==> src/rtl/brse_pkg.sv <==
// Shared types, codes and constants for the bitmap row span extractor.
package brse_pkg;

    // Default sizes, handed to the top-level parameters
    localparam int unsigned DEF_MAX_ROW_BYTES = 32;
    localparam int unsigned DEF_MAX_ROWS      = 256;

    // Width used for counter and limit comparisons (covers every parameter value)
    localparam int unsigned CMP_W = 16;

    // Field widths fixed by the command format
    localparam int unsigned BYTE_W  = 8;
    localparam int unsigned COORD_W = 8;
    localparam int unsigned KIND_W  = 2;
    localparam int unsigned PLANE_W = 2;
    localparam int unsigned RB_W    = 6;
    localparam int unsigned RC_W    = 9;
    localparam int unsigned CFG_W   = 9;
    localparam int unsigned ADDR_W  = 2;
    localparam int unsigned PIX_N   = 8;

    // Command kinds
    localparam logic [KIND_W-1:0] KIND_CLEAR = 2'd0;
    localparam logic [KIND_W-1:0] KIND_SPAN  = 2'd1;
    localparam logic [KIND_W-1:0] KIND_PIXEL = 2'd2;

    // Configuration register indexes
    localparam logic [ADDR_W-1:0] CFG_ROW_BYTES = 2'd0;
    localparam logic [ADDR_W-1:0] CFG_ROW_COUNT = 2'd1;
    localparam logic [ADDR_W-1:0] CFG_PLANE     = 2'd2;

    // Reset values of the configuration registers
    localparam logic [RB_W-1:0]    RST_ROW_BYTES = 6'd32;
    localparam logic [RC_W-1:0]    RST_ROW_COUNT = 9'd256;
    localparam logic [PLANE_W-1:0] RST_PLANE     = 2'd0;

    // Pixel byte codes
    localparam logic [BYTE_W-1:0] BYTE_FULL  = 8'hFF;
    localparam logic [BYTE_W-1:0] BYTE_EMPTY = 8'h00;

    // Pending-command vector: emitted from the lowest set bit upwards
    localparam int unsigned PEND_W      = 11;
    localparam int unsigned PEND_CLEAR  = 0;
    localparam int unsigned PEND_SPAN1  = 1;
    localparam int unsigned PEND_PIX0   = 2;
    localparam int unsigned PEND_SPAN2  = 10;

    // One accepted request, decoded into the commands it causes
    typedef struct packed {
        logic [PEND_W-1:0]  pend;
        logic [COORD_W-1:0] row;
        logic [COORD_W-1:0] base;
        logic [COORD_W-1:0] s1_start;
        logic [COORD_W-1:0] s2_start;
        logic [PLANE_W-1:0] plane;
    } rec_t;

    // Emitter status seen by the top level
    typedef struct packed {
        logic busy;
        logic one_left;
    } stat_t;

endpackage

==> src/rtl/bitmap_row_span_extractor.sv <==
// Top level of the bitmap row span extractor: ports, handshake and checks.
//
//   channel   direction  handshake            payload
//   s_axis    in         s_tvalid / s_tready  s_tdata pixel byte, s_tuser first of image
//   m_axis    out        m_tvalid / m_tready  m_tdata draw command, m_tlast end of request
//   config    in         cfg_we               cfg_addr register index, cfg_wdata value
//
// A request that causes at most one command is taken every cycle while m_tready is high;
// a request that causes N commands (N up to 8: a clear or closing span, seven pixels)
// holds the command register until its last command is taken. The output register passes
// one command a cycle; commands go from the command register into the output register.
// Reset is asynchronous and active low; it restores the configuration defaults and
// position row 0 byte 0. While m_tready is low the output register and any pending
// commands hold; one further request that causes commands may be taken into an empty
// command register, and requests that cause none are still taken.
module bitmap_row_span_extractor #(
    parameter int unsigned MAX_ROW_BYTES = brse_pkg::DEF_MAX_ROW_BYTES,
    parameter int unsigned MAX_ROWS      = brse_pkg::DEF_MAX_ROWS
) (
    input  logic                        clk,
    input  logic                        rst_n,
    input  logic                        cfg_we,
    input  logic [brse_pkg::ADDR_W-1:0] cfg_addr,
    input  logic [brse_pkg::CFG_W-1:0]  cfg_wdata,
    input  logic                        s_tvalid,
    output logic                        s_tready,
    input  logic [7:0]                  s_tdata,  // [7:0] pixel_byte
    input  logic                        s_tuser,  // [0] first_of_image
    output logic                        m_tvalid,
    input  logic                        m_tready,
    // [1:0] cmd_kind, [9:2] row, [17:10] col_start, [25:18] col_end,
    // [27:26] plane, [31:28] zero
    output logic [31:0]                 m_tdata,
    output logic                        m_tlast
);

    brse_pkg::rec_t  rec;
    brse_pkg::stat_t stat;
    logic            accept;

    logic [brse_pkg::KIND_W-1:0]  cmd_kind;
    logic [brse_pkg::COORD_W-1:0] row;
    logic [brse_pkg::COORD_W-1:0] col_start;
    logic [brse_pkg::COORD_W-1:0] col_end;
    logic [brse_pkg::PLANE_W-1:0] plane;

    // Take a request when the command register is empty or frees this cycle
    assign s_tready = !stat.busy || (stat.one_left && (!m_tvalid || m_tready));
    assign accept   = s_tvalid && s_tready;

    brse_front #(
        .MAX_ROW_BYTES (MAX_ROW_BYTES),
        .MAX_ROWS      (MAX_ROWS)
    ) u_front (
        .clk            (clk),
        .rst_n          (rst_n),
        .cfg_we         (cfg_we),
        .cfg_addr       (cfg_addr),
        .cfg_wdata      (cfg_wdata),
        .accept         (accept),
        .pixel_byte     (s_tdata),
        .first_of_image (s_tuser),
        .rec            (rec)
    );

    brse_emit u_emit (
        .clk       (clk),
        .rst_n     (rst_n),
        .load      (accept),
        .rec_in    (rec),
        .stat      (stat),
        .out_valid (m_tvalid),
        .out_ready (m_tready),
        .cmd_kind  (cmd_kind),
        .row       (row),
        .col_start (col_start),
        .col_end   (col_end),
        .plane     (plane),
        .last      (m_tlast)
    );

    // Pack the command
    assign m_tdata = {4'b0000, plane, col_end, col_start, row, cmd_kind};

`ifndef SYNTHESIS
    // A new image always leaves a clear pending
    a_first_pending: assert property (@(posedge clk) disable iff (!rst_n)
        accept && s_tuser |=> stat.busy)
        else $error("first of image left no pending command");

    // Commands of one request follow without a gap
    a_no_gap: assert property (@(posedge clk) disable iff (!rst_n)
        m_tvalid && m_tready && !m_tlast |=> m_tvalid)
        else $error("gap inside the commands of one request");

    // A clear carries zero coordinates
    a_clear_zero: assert property (@(posedge clk) disable iff (!rst_n)
        m_tvalid && (cmd_kind == brse_pkg::KIND_CLEAR) |->
            (row == '0) && (col_start == '0) && (col_end == '0))
        else $error("clear command with non-zero coordinates");
`endif

endmodule

==> src/rtl/brse_front.sv <==
// Row and run tracking: configuration registers, position state and command decode.
module brse_front #(
    parameter int unsigned MAX_ROW_BYTES = brse_pkg::DEF_MAX_ROW_BYTES,
    parameter int unsigned MAX_ROWS      = brse_pkg::DEF_MAX_ROWS
) (
    input  logic                              clk,
    input  logic                              rst_n,
    input  logic                              cfg_we,
    input  logic [brse_pkg::ADDR_W-1:0]       cfg_addr,
    input  logic [brse_pkg::CFG_W-1:0]        cfg_wdata,
    input  logic                              accept,
    input  logic [brse_pkg::BYTE_W-1:0]       pixel_byte,
    input  logic                              first_of_image,
    output brse_pkg::rec_t                    rec
);

    localparam int unsigned BI_W = (MAX_ROW_BYTES > 1) ? $clog2(MAX_ROW_BYTES) : 1;
    localparam int unsigned RI_W = $clog2(MAX_ROWS + 1);
    localparam int unsigned CW   = brse_pkg::CMP_W;

    logic [brse_pkg::RB_W-1:0]    row_bytes_reg;
    logic [brse_pkg::RC_W-1:0]    row_count_reg;
    logic [brse_pkg::PLANE_W-1:0] plane_reg;

    logic [RI_W-1:0] row_index_reg, row_index_next;
    logic [BI_W-1:0] byte_index_reg, byte_index_next;
    logic            run_open_reg, run_open_next;
    logic [BI_W-1:0] run_first_reg, run_first_next;

    logic [RI_W-1:0] ri;
    logic [BI_W-1:0] bi;
    logic            ro;
    logic [BI_W-1:0] rf;
    logic [BI_W-1:0] rf_new;
    logic [CW-1:0]   rb0;
    logic [CW-1:0]   rb_eff;
    logic [CW-1:0]   rows_eff;
    logic            active;
    logic            row_end;
    logic            is_full;

    // Take configuration writes; unknown indexes are ignored
    always_ff @(posedge clk or negedge rst_n)
    begin
        if (!rst_n)
        begin
            row_bytes_reg <= brse_pkg::RST_ROW_BYTES;
            row_count_reg <= brse_pkg::RST_ROW_COUNT;
            plane_reg     <= brse_pkg::RST_PLANE;
        end
        else if (cfg_we)
        begin
            unique case (cfg_addr)
                brse_pkg::CFG_ROW_BYTES: row_bytes_reg <= cfg_wdata[brse_pkg::RB_W-1:0];
                brse_pkg::CFG_ROW_COUNT: row_count_reg <= cfg_wdata[brse_pkg::RC_W-1:0];
                brse_pkg::CFG_PLANE:     plane_reg     <= cfg_wdata[brse_pkg::PLANE_W-1:0];
                default:                 ;
            endcase
        end
    end

    // Clamp the row geometry to the supported range
    always_comb
    begin
        rb0      = (row_bytes_reg == '0) ? CW'(1) : CW'(row_bytes_reg);
        rb_eff   = (rb0 > CW'(MAX_ROW_BYTES)) ? CW'(MAX_ROW_BYTES) : rb0;
        rows_eff = (CW'(row_count_reg) > CW'(MAX_ROWS)) ? CW'(MAX_ROWS) : CW'(row_count_reg);
    end

    // Decode the request and work out the next position and run state
    always_comb
    begin
        // A new image restarts at row 0 byte 0 and drops any open run
        ri = first_of_image ? '0 : row_index_reg;
        bi = first_of_image ? '0 : byte_index_reg;
        ro = first_of_image ? 1'b0 : run_open_reg;
        rf = first_of_image ? '0 : run_first_reg;

        active  = CW'(ri) < rows_eff;
        row_end = (CW'(bi) + CW'(1)) >= rb_eff;
        is_full = pixel_byte == brse_pkg::BYTE_FULL;
        rf_new  = (is_full && !ro) ? bi : rf;

        rec.pend = '0;
        rec.pend[brse_pkg::PEND_CLEAR] = first_of_image;
        rec.pend[brse_pkg::PEND_SPAN1] = active && !is_full && ro;
        rec.pend[brse_pkg::PEND_PIX0 +: brse_pkg::PIX_N] =
            (active && !is_full) ? pixel_byte : brse_pkg::BYTE_EMPTY;
        rec.pend[brse_pkg::PEND_SPAN2] = active && row_end && is_full;

        rec.row      = brse_pkg::COORD_W'(ri);
        rec.base     = brse_pkg::COORD_W'({bi, 3'b000});
        rec.s1_start = brse_pkg::COORD_W'({rf, 3'b000});
        rec.s2_start = brse_pkg::COORD_W'({rf_new, 3'b000});
        rec.plane    = plane_reg;

        // Hold position past the last row
        row_index_next  = ri;
        byte_index_next = bi;
        run_open_next   = ro;
        run_first_next  = rf;
        if (active)
        begin
            run_open_next  = is_full && !row_end;
            run_first_next = rf_new;
            if (row_end)
            begin
                byte_index_next = '0;
                row_index_next  = ri + RI_W'(1);
            end
            else
            begin
                byte_index_next = bi + BI_W'(1);
            end
        end
    end

    // Advance the position on each accepted request
    always_ff @(posedge clk or negedge rst_n)
    begin
        if (!rst_n)
        begin
            row_index_reg  <= '0;
            byte_index_reg <= '0;
            run_open_reg   <= 1'b0;
            run_first_reg  <= '0;
        end
        else if (accept)
        begin
            row_index_reg  <= row_index_next;
            byte_index_reg <= byte_index_next;
            run_open_reg   <= run_open_next;
            run_first_reg  <= run_first_next;
        end
    end

endmodule

==> src/rtl/brse_emit.sv <==
// Command register and output register: serialise the commands of one request.
module brse_emit (
    input  logic                              clk,
    input  logic                              rst_n,
    input  logic                              load,
    input  brse_pkg::rec_t                    rec_in,
    output brse_pkg::stat_t                   stat,
    output logic                              out_valid,
    input  logic                              out_ready,
    output logic [brse_pkg::KIND_W-1:0]       cmd_kind,
    output logic [brse_pkg::COORD_W-1:0]      row,
    output logic [brse_pkg::COORD_W-1:0]      col_start,
    output logic [brse_pkg::COORD_W-1:0]      col_end,
    output logic [brse_pkg::PLANE_W-1:0]      plane,
    output logic                              last
);

    brse_pkg::rec_t rec_reg;
    logic [brse_pkg::PEND_W-1:0] pend_reg, pend_next;

    logic                             out_valid_reg, out_valid_next;
    logic [brse_pkg::KIND_W-1:0]      kind_reg, kind_next;
    logic [brse_pkg::COORD_W-1:0]     row_reg;
    logic [brse_pkg::COORD_W-1:0]     c0_reg, c0_next;
    logic [brse_pkg::COORD_W-1:0]     c1_reg, c1_next;
    logic [brse_pkg::PLANE_W-1:0]     plane_reg;
    logic                             last_reg, last_next;

    logic                         adv;
    logic                         take;
    logic [brse_pkg::PEND_W-1:0]  sel;
    logic [2:0]                   pix_idx;
    logic [brse_pkg::COORD_W-1:0] pix_col;

    // Pick the lowest pending command and build it
    always_comb
    begin
        adv     = !out_valid_reg || out_ready;
        take    = adv && (pend_reg != '0);
        sel     = pend_reg & (~pend_reg + brse_pkg::PEND_W'(1));
        pix_idx = '0;
        for (int i = 0; i < brse_pkg::PIX_N; i++)
        begin
            if (sel[brse_pkg::PEND_PIX0 + i])
            begin
                pix_idx = pix_idx | 3'(i);
            end
        end
        pix_col = rec_reg.base + brse_pkg::COORD_W'(pix_idx);

        if (sel[brse_pkg::PEND_CLEAR])
        begin
            kind_next = brse_pkg::KIND_CLEAR;
            c0_next   = '0;
            c1_next   = '0;
        end
        else if (sel[brse_pkg::PEND_SPAN1])
        begin
            kind_next = brse_pkg::KIND_SPAN;
            c0_next   = rec_reg.s1_start;
            c1_next   = rec_reg.base - brse_pkg::COORD_W'(1);
        end
        else if (sel[brse_pkg::PEND_SPAN2])
        begin
            kind_next = brse_pkg::KIND_SPAN;
            c0_next   = rec_reg.s2_start;
            c1_next   = rec_reg.base + brse_pkg::COORD_W'(7);
        end
        else
        begin
            kind_next = brse_pkg::KIND_PIXEL;
            c0_next   = pix_col;
            c1_next   = pix_col;
        end

        last_next      = (pend_reg & ~sel) == '0;
        out_valid_next = adv ? (pend_reg != '0) : out_valid_reg;

        // Drop the taken command; a new request overwrites an emptied record
        pend_next = take ? (pend_reg & ~sel) : pend_reg;
        if (load)
        begin
            pend_next = rec_in.pend;
        end
    end

    // Hold control state
    always_ff @(posedge clk or negedge rst_n)
    begin
        if (!rst_n)
        begin
            pend_reg      <= '0;
            out_valid_reg <= 1'b0;
        end
        else
        begin
            pend_reg      <= pend_next;
            out_valid_reg <= out_valid_next;
        end
    end

    // Hold payload of the record and the output register
    always_ff @(posedge clk)
    begin
        if (load)
        begin
            rec_reg <= rec_in;
        end
        if (take)
        begin
            kind_reg  <= kind_next;
            row_reg   <= sel[brse_pkg::PEND_CLEAR] ? '0 : rec_reg.row;
            c0_reg    <= c0_next;
            c1_reg    <= c1_next;
            plane_reg <= rec_reg.plane;
            last_reg  <= last_next;
        end
    end

    assign stat.busy     = pend_reg != '0;
    assign stat.one_left = $onehot(pend_reg);

    assign out_valid = out_valid_reg;
    assign cmd_kind  = kind_reg;
    assign row       = row_reg;
    assign col_start = c0_reg;
    assign col_end   = c1_reg;
    assign plane     = plane_reg;
    assign last      = last_reg;

endmodule
==> config.mk <==
export PLATFORM = sky130hd
export DESIGN_NAME = bitmap_row_span_extractor
export DESIGN_NICKNAME = d
export VERILOG_FILES = /design/src/rtl/brse_pkg.sv /design/src/rtl/bitmap_row_span_extractor.sv /design/src/rtl/brse_front.sv /design/src/rtl/brse_emit.sv
export SDC_FILE = /design/constraint.sdc
export NUM_CORES = 1
export LEC_CHECK = 0
export BUFFER_PORTS_ARGS = -buffer_cell sky130_fd_sc_hd__buf_2
export CAP_MARGIN = 20
export CORE_MARGIN = 3
export CORE_UTILIZATION = 55
export DETAILED_ROUTE_END_ITERATION = 10
export PLACE_DENSITY = 0.81
export RECOVER_POWER = 100
export SETUP_SLACK_MARGIN = 0.4
export SLEW_MARGIN = 15
export SYNTH_ARGS = -nofsm -noshare
export SYNTH_HDL_FRONTEND = slang
export SYNTH_HIERARCHICAL = 1
export SYNTH_SLANG_ARGS = --single-unit
==> constraint.sdc <==
create_clock -name clk -period 10.6 [get_ports clk]
set_input_delay 2.12 -clock clk [delete_from_list [all_inputs] [get_ports clk]]
set_output_delay 2.12 -clock clk [all_outputs]
set_load 0.05 [all_outputs]
# After elaboration in Yosys (flattened, before gate mapping)
# Index checks and enable logic that the tools add are counted.
[op_classes]
n_addsub = 17
order_cmp = 4
eq_ne = 4
muxes = 30
n_bitwise = 4
n_reduce_logical = 26
[ops]
columns = ["operator", "n"]
rows = [
  ["two-way mux 8 bit", 5],
  ["two-way mux 9 bit", 4],
  ["two-way mux 5 bit", 6],
  ["AND 11 bit", 2],
  ["two-way mux 11 bit", 2],
  ["NOT 11 bit", 2],
  ["adder 4 bit", 4],
  ["greater-or-equal comparator 16 bit", 1],
  ["> comparator 16 x 6 -> 1 bit, second input constant", 1],
  ["< comparator 9 x 16 -> 1 bit", 1],
  ["two-way mux 16 bit", 1],
  ["two-way mux 3 bit", 4],
  ["adder 11 x 1 -> 11 bit, second input constant", 1],
  ["zero test 11 bit", 1],
  ["nonzero test 11 bit", 1],
  ["adder 1 x 1 -> 2 bit", 5],
  ["adder 9 x 1 -> 9 bit, second input constant", 1],
  ["> comparator 9 bit, second input constant", 1],
  ["logical AND 1 bit", 9],
  ["adder 8 x 3 -> 8 bit", 1],
  ["adder 8 x 3 -> 8 bit, second input constant", 1],
  ["equality test 8 bit, second input constant", 1],
  ["subtractor 8 x 1 -> 8 bit, second input constant", 1],
  ["adder 5 x 1 -> 6 bit, second input constant", 1],
  ["16 further kinds", 28],
]
[word_totals]
register_bits = 103
in_bits = 25
output_inout_bits = 35
word_cells = 107

# Depth between registers and ports, before layout
# Gate-level depths: netlist of run 1.
[logic_depth]
word_depth = 13
ltp_mapped = 16
depth_no_buf = 15

# Hierarchy
# Netlist of run 1, hierarchy kept.
[by_module_without_submodules]
columns = ["mod", "instances", "cells_each", "area_each_um2", "seq_area_each_um2"]
rows = [
  ["brse_emit", 1, 301, 3676.0, 2192.1],
  ["brse_front", 1, 262, 2513.7, 928.4],
  ["bitmap_row_span_extractor", 1, 11, 78.8, 0.0],
]

# Worst setup path after synthesis of run 1
# Ideal clock, no wire load.
[synth_timing]
path_type = "reg-to-output"
from = "register u_emit/pend_reg[1] (netlist bit)"
to = "output port s_tready"
arrival_ns = 4.648
required_time_ns = 8.480
path_slack_ns = 3.832
path_stages_with_launch = 12
path_buffers = 0
cell_sequence = "dfrtp_1 fa_1 fa_1 inv_1 fa_1 fa_1 fa_1 a2111oi_0 a21oi_1 nor3b_1 inv_1 o21ai_0"
[synth_rtl]
columns = ["element", "line", "rtl"]
rows = [
  ["from (decl)", "brse_emit.sv:19", "logic [brse_pkg::PEND_W-1:0] pend_reg, pend_next;"],
  ["from (signal assigned)", "brse_emit.sv:97", "pend_reg <= pend_next;"],
  ["to (decl)", "bitmap_row_span_extractor.sv:26", "output logic s_tready,"],
]

==> out/metrics.csv, run 1 <==
metric,value,unit
total chip power,2250,µW
Core ar.,0.0110,mm²
Hold Path Origin,u_emit/rec_reg[1],
synth cell count leaders,"63 x edfxtp_1, 59 x nand2_1, 47 x dfrtp_1, 41 x nor2_1, 36 x inv_1",
pin count of the biggest net entering global routing,73,
FILL cells,890,
CTS root buf,clkbuf_16,
RD Place Congestion,0.873,
Core Rows,38,
r2r setup slk,4.21,ns
Crit path required time,8.48,ns
Netlist Area Pre-Place,0.00627,mm²
"Seq/Total Area, Yosys",49.8,%
Reg2Reg Capture Point,u_front/row_index_reg[3],
Sink Count,112,
area delta synth->final,7.98,%
Sequential Power Share,36.9,%
VDD IR max,0.000468,V
Clock Power Share,14.3,%
initial antenna violation count,0,
worst r2r src,u_emit/pend_reg[0],
HPWL Detailed,9060,µm
clk slew on worst S/H paths,0.07,ns
TritonCTS Buffers,9,
Worst setup EP type,output pin,
synth warn,6,
Mapped Cells,574,
setup bufs post-CTS,0,
Max clock buf depth,2,
reg2reg path depth,16,
hold endpoint,u_emit/plane[1],
unrepaired setup endpoints after global routing,no,
"Top cell by count, worst path",fa_1,
register bit total from synthesis,112,
"slowest stage delay, CP",0.85,ns
Max Clk Rate,0.137,GHz
logic gate share of total power,48.8,%
drt wl/cell,16.6,µm
TritonCTS clock tree,yes,
Port Buffers,55,
Final Setup Violations,0,
CP Launch Type,flip-flop,
Vias,4499,
Hold/Removal Path Class,flip-flop to flip-flop,
Remaining DRCs,0,
critical path data arrival time,5.19,ns
number of global-route vias before repair,4351,
first-pass GRT wire length,20800,µm
"Slowest-stage cell, CP",dfrtp_1,
final hold slack,0.430,ns
Final Hold Viols,0,
final antenna-violating net count,0,
setup_tns,0,ns
relative slew slack,-80.8,%
max-cap violations,1,
violated checks,"capacitance limit, slew limit",
CTS Hold Buffers Added,0,
sw frac,45.7,%
syn avg cell area,10.9,µm²
number of flops mapped to enable cells by yosys,63,
I/O pins,60,
"area leader, netlist",edfxtp_1,
Antenna Cells,0,
Initial Util,57.1,%
Sw Pwr,1030,µW
"Clk Latency, worst-skew pair",0.35,ns
Max H-tree Level,3,
cell-internal power,1220,µW
Largest register FFs,34,
drt first pass iters,7,
final critical-path required period,7.31,ns
Avg Vias per Cell,5.93,
Nets,671,
critical path type,flip-flop to output pin,
grt ovf,0,
drt total wl,12600,µm
GRT Overall Usage,20.1,%
final period utilization,69.0,%
ys async rst share,43.8,%
main flop type after synthesis,edfxtp_1,
Lkg Pwr,0.00274,µW
pre-CTS setup slack,3.89,ns
initial detailed-routing violation count,267,
Die Span Y,113,µm
outcome,finished with violations,
Slew @ Worst Pin,2.71,ns
synth unique cells,71,
die area,0.0127,mm²
hold path depth,0,
share of layout cells above drive strength 1,11.0,%
final setup skew,0.00748,ns
fin. max-slew vios,50,
CP max FO,21,
synth top area cells,"edfxtp_1 30%, dfrtp_1 19%, ha_1 4.8%",
PnR worst setup slack,3.29,ns
area share of the largest cell type after synthesis,30.2,%
Die Width,113,µm
post-cts sizing count,0,
Util after Layout,61.6,%
power per cell area,333,mW/mm²
"count leader, synth",edfxtp_1,
CP cell instances,fa_1 > fa_1 > inv_1 > fa_1 > fa_1 > fa_1 > a2111oi_0 > a21oi_1 > nor3b_1 > inv_1 > o21ai_0 > clkbuf_1,
-- per-stage QoR --
stage               std cells  cell area [µm²]
floorplan                 585             6310
global placement          742             6560
detailed placement        743             6590
CTS                       759             6870
global route              759             6770
finish                    759             6770
-- per-layer routing --
metal  part of all wire, %  vias to the layer above  GRT usage [%]
li1                      -                     2124              -
met1                    42                     2192           26.7
met2                    49                      161           32.5
met3                   6.7                       22           4.55
met4                   2.0                        0           7.77
met5                     0                        -              0
-- power by group through the flow --
| stage | clock (µW) | combinational, µW | sequential (µW) |
|---|---|---|---|
| 3_3_place_gp | 0 | 1090 | 826 |
| 4_1_cts | 328 | 1140 | 827 |
| 6_report | 322 | 1100 | 831 |
| 5_1_grt | 348 | 1200 | 851 |
| 2_1_floorplan | 0 | 710 | 997 |
| 3_5_place_dp | 0 | 1140 | 835 |
-- worst max-delay path by stage --
stage	from	to	slack, ns	cells past startpoint
after global placement	u_emit/pend_reg[0]	s_tready	4.07	12
after CTS	u_emit/pend_reg[0]	s_tready	3.50	12
final	u_emit/pend_reg[0]	s_tready	3.29	12
after global routing	u_emit/pend_reg[0]	s_tready	2.94	12
after detailed placement	u_emit/pend_reg[0]	s_tready	3.89	12
after floorplan	u_emit/pend_reg[1]	s_tready	3.83	11
-- cell usage in the layout, fill, tap and decap left out, types with 5 or more instances in the layout --
cell type and n:
xnor2_1 10, and3_1 14, o21ai_0 18, mux2i_1 10, buf_2 20, clkbuf_16 9, o221ai_1 8, inv_1 36
xor2_1 9, dfrtp_1 47, edfxtp_1 63, clkbuf_1 37, nor4_1 8, conb_1 13, nor2b_1 23, fa_1 8
nand2_1 59, mux2_2 19, nor3_1 15, nand4_1 7, a221o_1 5, a21oi_1 19, a211oi_1 5, a32o_1 5
nand3_1 13, ha_1 24, nor2_1 41
-- worst max-delay path, delay by kind of cell (launching register included) --
kind                     cells  cell delay [ns]
AND/OR/NAND/NOR              1             0.42
buffers and inverters        3             0.61
adder cells (fa/ha/maj)      5             2.34
flip-flops                   1             0.85
AO/OA/AOI/OAI                3             0.63
-- kinds of logic (layout without fill, tap and decap cells) --
group	Yosys count	count (layout)	synth area share [%]
other cells	2	13	0.120
mux	31	31	5.37
compound gates	94	94	11.5
flops	112	112	49.8
fa+ha+maj	33	33	7.50
xor+xnor	19	19	2.65
simple gates	207	207	17.4
buf+inv	76	110	5.63
-- area by class of cell --
| type | count | area (µm²) | share of cell area, % |
|---|---|---|---|
| repair buffers | 57 | 243 | 3.59 |
| multi-input cells | 397 | 2810 | 41.5 |
| clock inverters | 6 | 51.3 | 0.758 |
| flip-flops and latches | 112 | 3120 | 46.1 |
| inverters | 37 | 139 | 2.05 |
| well taps | 140 | 175 | 2.59 |
| clock buffers | 10 | 229 | 3.38 |
Note: power is estimated with default switching activity, not from simulation.
==> run 2, diff against run 1 <==
- ABC_AREA: unset -> 1
- PLACE_DENSITY: 0.81 -> 0.8
- clock period: 10.6 -> 6.8 ns (I/O delays scaled with it)
==> run 2 against run 1 <==
  * The run still ends with capacitance limit, slew limit left
  * Synthesized cell count grew 51%
  * First-iteration DRC count grew 100%
  * Non-clock buffer count grew 4
  * Synthesized area grew 9.3%
  * Sequential share of layout area shrank 3.9 points
  * Largest cell class unchanged
  * Highest routed layer unchanged
==> out/metrics.csv, run 2 <==
metric,value,unit,change
outcome,finished with violations,,
violated checks,"capacitance limit, slew limit",,
Mapped Cells,864,,+51%
final hold slack,0.426,ns,-0.00343 ns
GRT Overall Usage,20.6,%,+0.47 points
FILL cells,1115,,+25%
met2 usage,34.2,%,+1.7 points
register bit total from synthesis,112,,unchanged
Vias,5504,,+22%
synth unique cells,38,,-46%
"most common cell after layout, fill and taps aside",nand2_1,,
clk slew on worst S/H paths,0.08,ns,about the same
grt ovf,0,,unchanged
share of layout cells above drive strength 1,6.98,%,-4.0 points
Netlist Area Pre-Place,0.00685,mm²,+9.3%
post-route insts no fill,1085,,+43%
pin count of the biggest net entering global routing,50,,-32%
drt total wl,14300,µm,+14%
Largest register FFs,34,,unchanged
setup bufs post-CTS,0,,unchanged
Max clock buf depth,2,,unchanged
CP cell instances,fa_1 > fa_1 > inv_1 > fa_1 > fa_1 > fa_1 > o211ai_1 > a21oi_1 > nand2_2 > a21oi_1 > buf_4 > nand2_1 > inv_1 > nor2_1 > inv_1 > nand3_1 > nand2_1,,
max-cap violations,2,,+1
Port Buffers,55,,unchanged
relative slew slack,-80.0,%,+0.85 points
Crit path required time,7.11,ns,-1.37 ns
final period utilization,84.1,%,
Core ar.,0.0121,mm²,+10%
worst r2r src,u_emit/pend_reg[0],,
ys async rst share,43.8,%,unchanged
Avg Vias per Cell,5.07,,-14%
final setup skew,0.00993,ns,+0.00244 ns
final antenna-violating net count,0,,unchanged
post-cts sizing count,0,,unchanged
TritonCTS clock tree,yes,,
Final Hold Viols,0,,unchanged
fin. max-slew vios,71,,+42%
Hold/Removal Path Class,flip-flop to flip-flop,,
"Top cell by count, worst path",fa_1,,
area delta synth->final,7.83,%,
synth cell count leaders,"243 x nand2_1, 127 x inv_1, 118 x nor2_1, 63 x edfxtp_1, 63 x nand3_1",,
final critical-path required period,5.72,ns,
Core Rows,40,,+5.3%
CP max FO,20,,-4.8%
Placed Instances,1068,,+44%
M3 GR Usage,3.60,%,-0.94 points
initial detailed-routing violation count,541,,+100%
unrepaired setup endpoints after global routing,no,,
drt wl/cell,13.2,µm,-20%
drt first pass iters,6,,-1
power per cell area,518,mW/mm²,+56%
r2r setup slk,1.08,ns,-3.13 ns
Sink Count,112,,unchanged
CP Launch Type,flip-flop,,
TritonCTS Buffers,9,,unchanged
"count leader, synth",nand2_1,,
RD Place Congestion,0.948,,+8.7%
setup_tns,0,ns,unchanged
number of global-route vias before repair,4913,,+13%
most frequent cells in the layout,"247 x nand2_1, 127 x inv_1, 120 x nor2_1",,
"slowest stage delay, CP",1.15,ns,+0.30 ns
area share of the largest cell type after synthesis,27.6,%,-2.6 points
CTS Hold Buffers Added,0,,unchanged
Nets,969,,+44%
Die Span Y,118,µm,+4.3%
critical path type,flip-flop to flip-flop,,
Top Usage Layer GRT,met2,,
Reg2Reg Capture Point,u_front/row_index_reg[6],,
syn avg cell area,7.93,µm²,-27%
Antenna Cells,0,,unchanged
VDD IR max,0.000271,V,-42%
CTS root buf,clkbuf_16,,
"Clk Latency, worst-skew pair",0.36,ns,about the same
Initial Util,56.6,%,-0.49 points
HPWL Detailed,10200,µm,+13%
I/O pins,60,,unchanged
"Slowest-stage cell, CP",a21oi_1,,
Setup crit end,u_front/row_index_reg[6],,
met1 usage,27.6,%,+0.90 points
synth top area cells,"edfxtp_1 28%, dfrtp_1 17%, nand2_1 13%",,
Die Width,118,µm,+4.3%
reg2reg path depth,17,,+1
Lkg Pwr,0.00368,µW,+34%
initial antenna violation count,0,,unchanged
Max H-tree Level,3,,unchanged
"Seq/Total Area, Yosys",45.5,%,-4.2 points
synth warn,6,,unchanged
Slew @ Worst Pin,2.70,ns,-0.0128 ns
Remaining DRCs,0,,unchanged
first-pass GRT wire length,23400,µm,+13%
main flop type after synthesis,edfxtp_1,,
Max Clk Rate,0.175,GHz,
die area,0.0138,mm²,+8.8%
Worst setup EP type,flip-flop,,
number of flops mapped to enable cells by yosys,63,,unchanged
Final Setup Violations,0,,unchanged
Critical Path Source,u_emit/pend_reg[0],,
critical path data arrival time,6.02,ns,+0.83 ns
"area leader, netlist",edfxtp_1,,
## run 2: cell count changes after synthesis, sizes merged, moves of 18 or more
cell   delta
o21ai    +24
nor2     +85
nand3    +54
nand2   +194
inv      +94
nor2b    -24
mux2     -18
## run 2: per-stage QoR
stage          power [µW]  util (%)  worst slack [ns]  cell area, µm²
2_1_floorplan        2900         -              1.68            6890
3_3_place_gp         3300      59.3              1.70            7190
3_5_place_dp         3340      59.3              1.66            7190
4_1_cts              3910      61.9              1.25            7500
5_1_grt              4140      61.0             0.641            7390
6_report             3830      61.0              1.08            7390
## run 2: area by class of cell
class                      instances  area [µm²]  area share, %
sequential                       112        3120           42.2
multi-input combinational        598        2990           40.5
inverter                         130         488           6.60
timing repair buffer              61         267           3.61
clock buffer                       9         225           3.05
tap                              168         210           2.84
clock inverter                     7        87.6           1.19
## run 2: worst min path at each step
stage | startpoint | to | slack, ns | cells after the start
after floorplan | u_emit/rec_reg[0] | u_emit/plane[0] | 0.40 | 0
after CTS | u_emit/rec_reg[1] | u_emit/plane[1] | 0.43 | 0
after global placement | u_emit/rec_reg[1] | u_emit/plane[1] | 0.40 | 0
final | u_emit/rec_reg[1] | u_emit/plane[1] | 0.43 | 0
after global routing | u_emit/rec_reg[1] | u_emit/plane[1] | 0.43 | 0
after detailed placement | u_emit/rec_reg[0] | u_emit/plane[0] | 0.41 | 0
## run 2: power breakdown
group	switching [µW]	internal [µW]	leakage, µW
clock	259	294	0.000153
combinational	1470	513	0.00229
sequential	161	1130	0.00124
## run 2: cell families (layout without fill, tap and decap cells)
kind of cell               after synthesis  in the layout  share of synthesized area [%]
adders and majority gates               32             32                           6.72
xor gates and xnor gates                 6              6                          0.767
DFF                                    112            112                           45.5
buffers and inverters                  165            207                           10.6
and+or+nand+nor                        482            482                           30.8
other                                    2             13                          0.110
AOI/OAI and AO/OA                       62             62                           5.02
muxes                                    3              3                          0.493
## run 2: metal layers
metal  part of all wire [%]  wire (µm)
met5                      0          0
met4                    2.0        289
met3                    5.4        780
met2                     48       6910
met1                     44       6350
## run 2: worst max-delay path: cells and delay by family, from the launching register on
kind            cells  cell delay (ns)
simple gates        5             0.40
buf+inv             4             0.77
compound gates      3             1.40
fa+ha+maj           5             2.37
flops               1             0.71
==> run 3, diff against run 2 <==
- ABC_AREA: 1 -> 0
- PLACE_DENSITY: 0.8 -> 0.81
- clock period: 6.8 -> 5.8 ns (I/O delays scaled with it)
==> run 3 against run 2 <==
  * The flow still finishes with violations (capacitance limit, slew limit)
  * Clock-buffer cell count unchanged
  * Via count decreased by 16%
  * Sequential power grew 16%
  * Combinational power grew 10%
  * Non-clock buffer count up 8
  * Power increased by 13%
  * Flip-flop and latch count did not move
  * Critical endpoint is now u_front/row_index_reg[8]
==> out/metrics.csv, run 3 (synthesis gave the netlist of run 1 again) <==
metric,value,unit,change
sw frac,45.3,%,-4.0 points
final setup skew,0.00841,ns,-0.00152 ns
M1 WL,5700,µm,-10%
GRT Overall Usage,21.4,%,+0.83 points
Sw Pwr,1960,µW,+3.5%
Antenna Cells,0,,unchanged
Largest register FFs,34,,unchanged
area delta synth->final,10.9,%,
Worst setup EP type,flip-flop,,
outcome,finished with violations,,
Sequential Power Share,34.6,%,+0.8 points
Core Rows,38,,-5.0%
Slew @ Worst Pin,2.68,ns,-0.0148 ns
share of layout cells above drive strength 1,15.2,%,+8.2 points
Die Width,113,µm,-4.1%
"Top cell by count, worst path",fa_1,,
RD Place Congestion,0.878,,-7.4%
number of global-route vias before repair,4505,,-8.3%
Lkg Pwr,0.00281,µW,-24%
FILL cells,872,,-22%
TritonCTS clock tree,yes,,
Crit path required time,6.06,ns,-1.05 ns
unrepaired setup endpoints after global routing,yes,,
final critical-path required period,5.39,ns,-0.322 ns
"slowest stage delay, CP",0.67,ns,-0.48 ns
CTS Hold Buffers Added,0,,unchanged
pin count of the biggest net entering global routing,72,,+44%
"most common cell after layout, fill and taps aside",edfxtp_1,,
first-pass GRT wire length,22100,µm,-5.6%
Vias,4608,,-16%
power per cell area,621,mW/mm²,+20%
Clock Power Share,14.9,%,+0.5 points
CTS root buf,clkbuf_16,,
final period utilization,93.0,%,+8.9 points
CP Launch Type,flip-flop,,
die area,0.0127,mm²,-8.1%
Core ar.,0.0110,mm²,-9.3%
drt total wl,13500,µm,-5.8%
WP buf/inv,2,,-2
Sequential Area,0.00313,mm²,+0.20%
"Slowest-stage cell, CP",a211oi_1,,
Avg Vias per Cell,5.98,,+18%
"Clk Latency, worst-skew pair",0.34,ns,-0.02 ns
final antenna-violating net count,0,,unchanged
total chip power,4320,µW,+13%
Initial Util,57.1,%,+0.49 points
Die Span Y,113,µm,-4.1%
CP max FO,71,,+250%
Top Family by Delay on Critical Path,adder cells,,
Hold/Removal Path Class,flip-flop to flip-flop,,
logic gate share of total power,50.5,%,-1.3 points
Util after Layout,63.3,%,+2.3 points
Max Clk Rate,0.185,GHz,+6.0%
WL met3,757,µm,-2.9%
uppermost layer routed,met4,,
final hold slack,0.424,ns,-0.00225 ns
met2 routed wirelength,6770,µm,-2.0%
Max H-tree Level,3,,unchanged
cell-internal power,2360,µW,+22%
drt wl/cell,17.5,µm,+33%
max-cap violations,1,,-1
Final Hold Viols,0,,unchanged
CP cell instances,fa_1 > fa_1 > inv_1 > fa_1 > fa_2 > fa_2 > a2111oi_4 > a21oi_2 > nor3b_2 > nor2b_4 > a211oi_1 > buf_12 > nand4_1 > nor4_2 > xnor2_1,,
most frequent cells in the layout,"63 x edfxtp_1, 59 x nand2_1, 42 x dfrtp_1",,
grt ovf,0,,unchanged
clk slew on worst S/H paths,0.08,ns,about the same
VDD IR max,0.000528,V,+95%
relative slew slack,-79.0,%,+0.99 points
TritonCTS Buffers,9,,unchanged
initial detailed-routing violation count,360,,-33%
initial antenna violation count,0,,unchanged
critical path data arrival time,5.65,ns,-0.37 ns
Remaining DRCs,0,,unchanged
Max clock buf depth,2,,unchanged
drt first pass iters,5,,-1
violated checks,"capacitance limit, slew limit",,
Nets,683,,-30%
multi-input logic area,0.00285,mm²,-4.6%
HPWL Detailed,9560,µm,-6.3%
Final Setup Violations,0,,unchanged
Sink Count,112,,unchanged
fin. max-slew vios,50,,-30%
setup_tns,0,ns,unchanged
I/O pins,60,,unchanged
Port Buffers,55,,unchanged
critical path type,flip-flop to flip-flop,,
run 3: power groups by stage:
stage | registers [µW] | logic, µW | clock network, µW
floorplan | 1820 | 1370 | 0
global placement | 1500 | 2030 | 0
detailed placement | 1510 | 2150 | 0
CTS | 1490 | 2200 | 657
global route | 1530 | 2360 | 694
finish | 1490 | 2180 | 644
run 3: worst reg2reg max path: cells and delay by family (launching register included):
| family | cells | cell delay (ns) |
|---|---|---|
| compound gates | 3 | 0.97 |
| xor+xnor | 1 | 0.17 |
| fa+ha+maj | 5 | 2.34 |
| buf+inv | 2 | 0.45 |
| flops | 1 | 0.43 |
| simple gates | 4 | 0.95 |
run 3: final timing paths:
path	from	endpoint	slack, ns	cells past startpoint
setup / recovery	u_emit/pend_reg[3]	u_front/row_index_reg[8]	0.41	15
hold / removal	u_emit/rec_reg[0]	u_emit/plane[0]	0.42	0
setup reg to reg	u_emit/pend_reg[3]	u_front/row_index_reg[8]	0.41	15
hold reg to reg	u_emit/rec_reg[0]	u_emit/plane[0]	0.42	0
max in group asynchronous	rst_n	u_emit/pend_reg[1]	2.32	2
min in group asynchronous	rst_n	u_front/plane_reg[0]	1.77	2
run 3: layout make-up:
type,count,area share [%]
clock buffers,9,3.24
clock inverters,7,1.24
inverters,37,2.00
multi-input cells,397,41.0
flip-flops and latches,112,45.0
well taps,140,2.52
repair buffers,69,4.98
run 3: per-stage QoR:
stage	worst slack, ns	std cells	area [µm²]
after floorplan	0.403	585	6360
final	0.406	771	6950
after CTS	0.400	764	6980
after global placement	0.655	744	6600
after detailed placement	0.560	745	6630
after global routing	0.165	771	6950
run 3: per-layer routing:
layer / up-vias / GRT usage, %
met2: 171 / 35.7
met4: 0 / 8.01
met3: 28 / 2.78
li1: 2151 / -
met5: - / 0
met1: 2258 / 29.0
run 3: what timing repair did:
item                                    4_1_cts  5_1_grt
pin swaps                                     1        7
buffers inserted                              3        7
endpoints found under the setup margin        1        1
resized for setup                             8        4
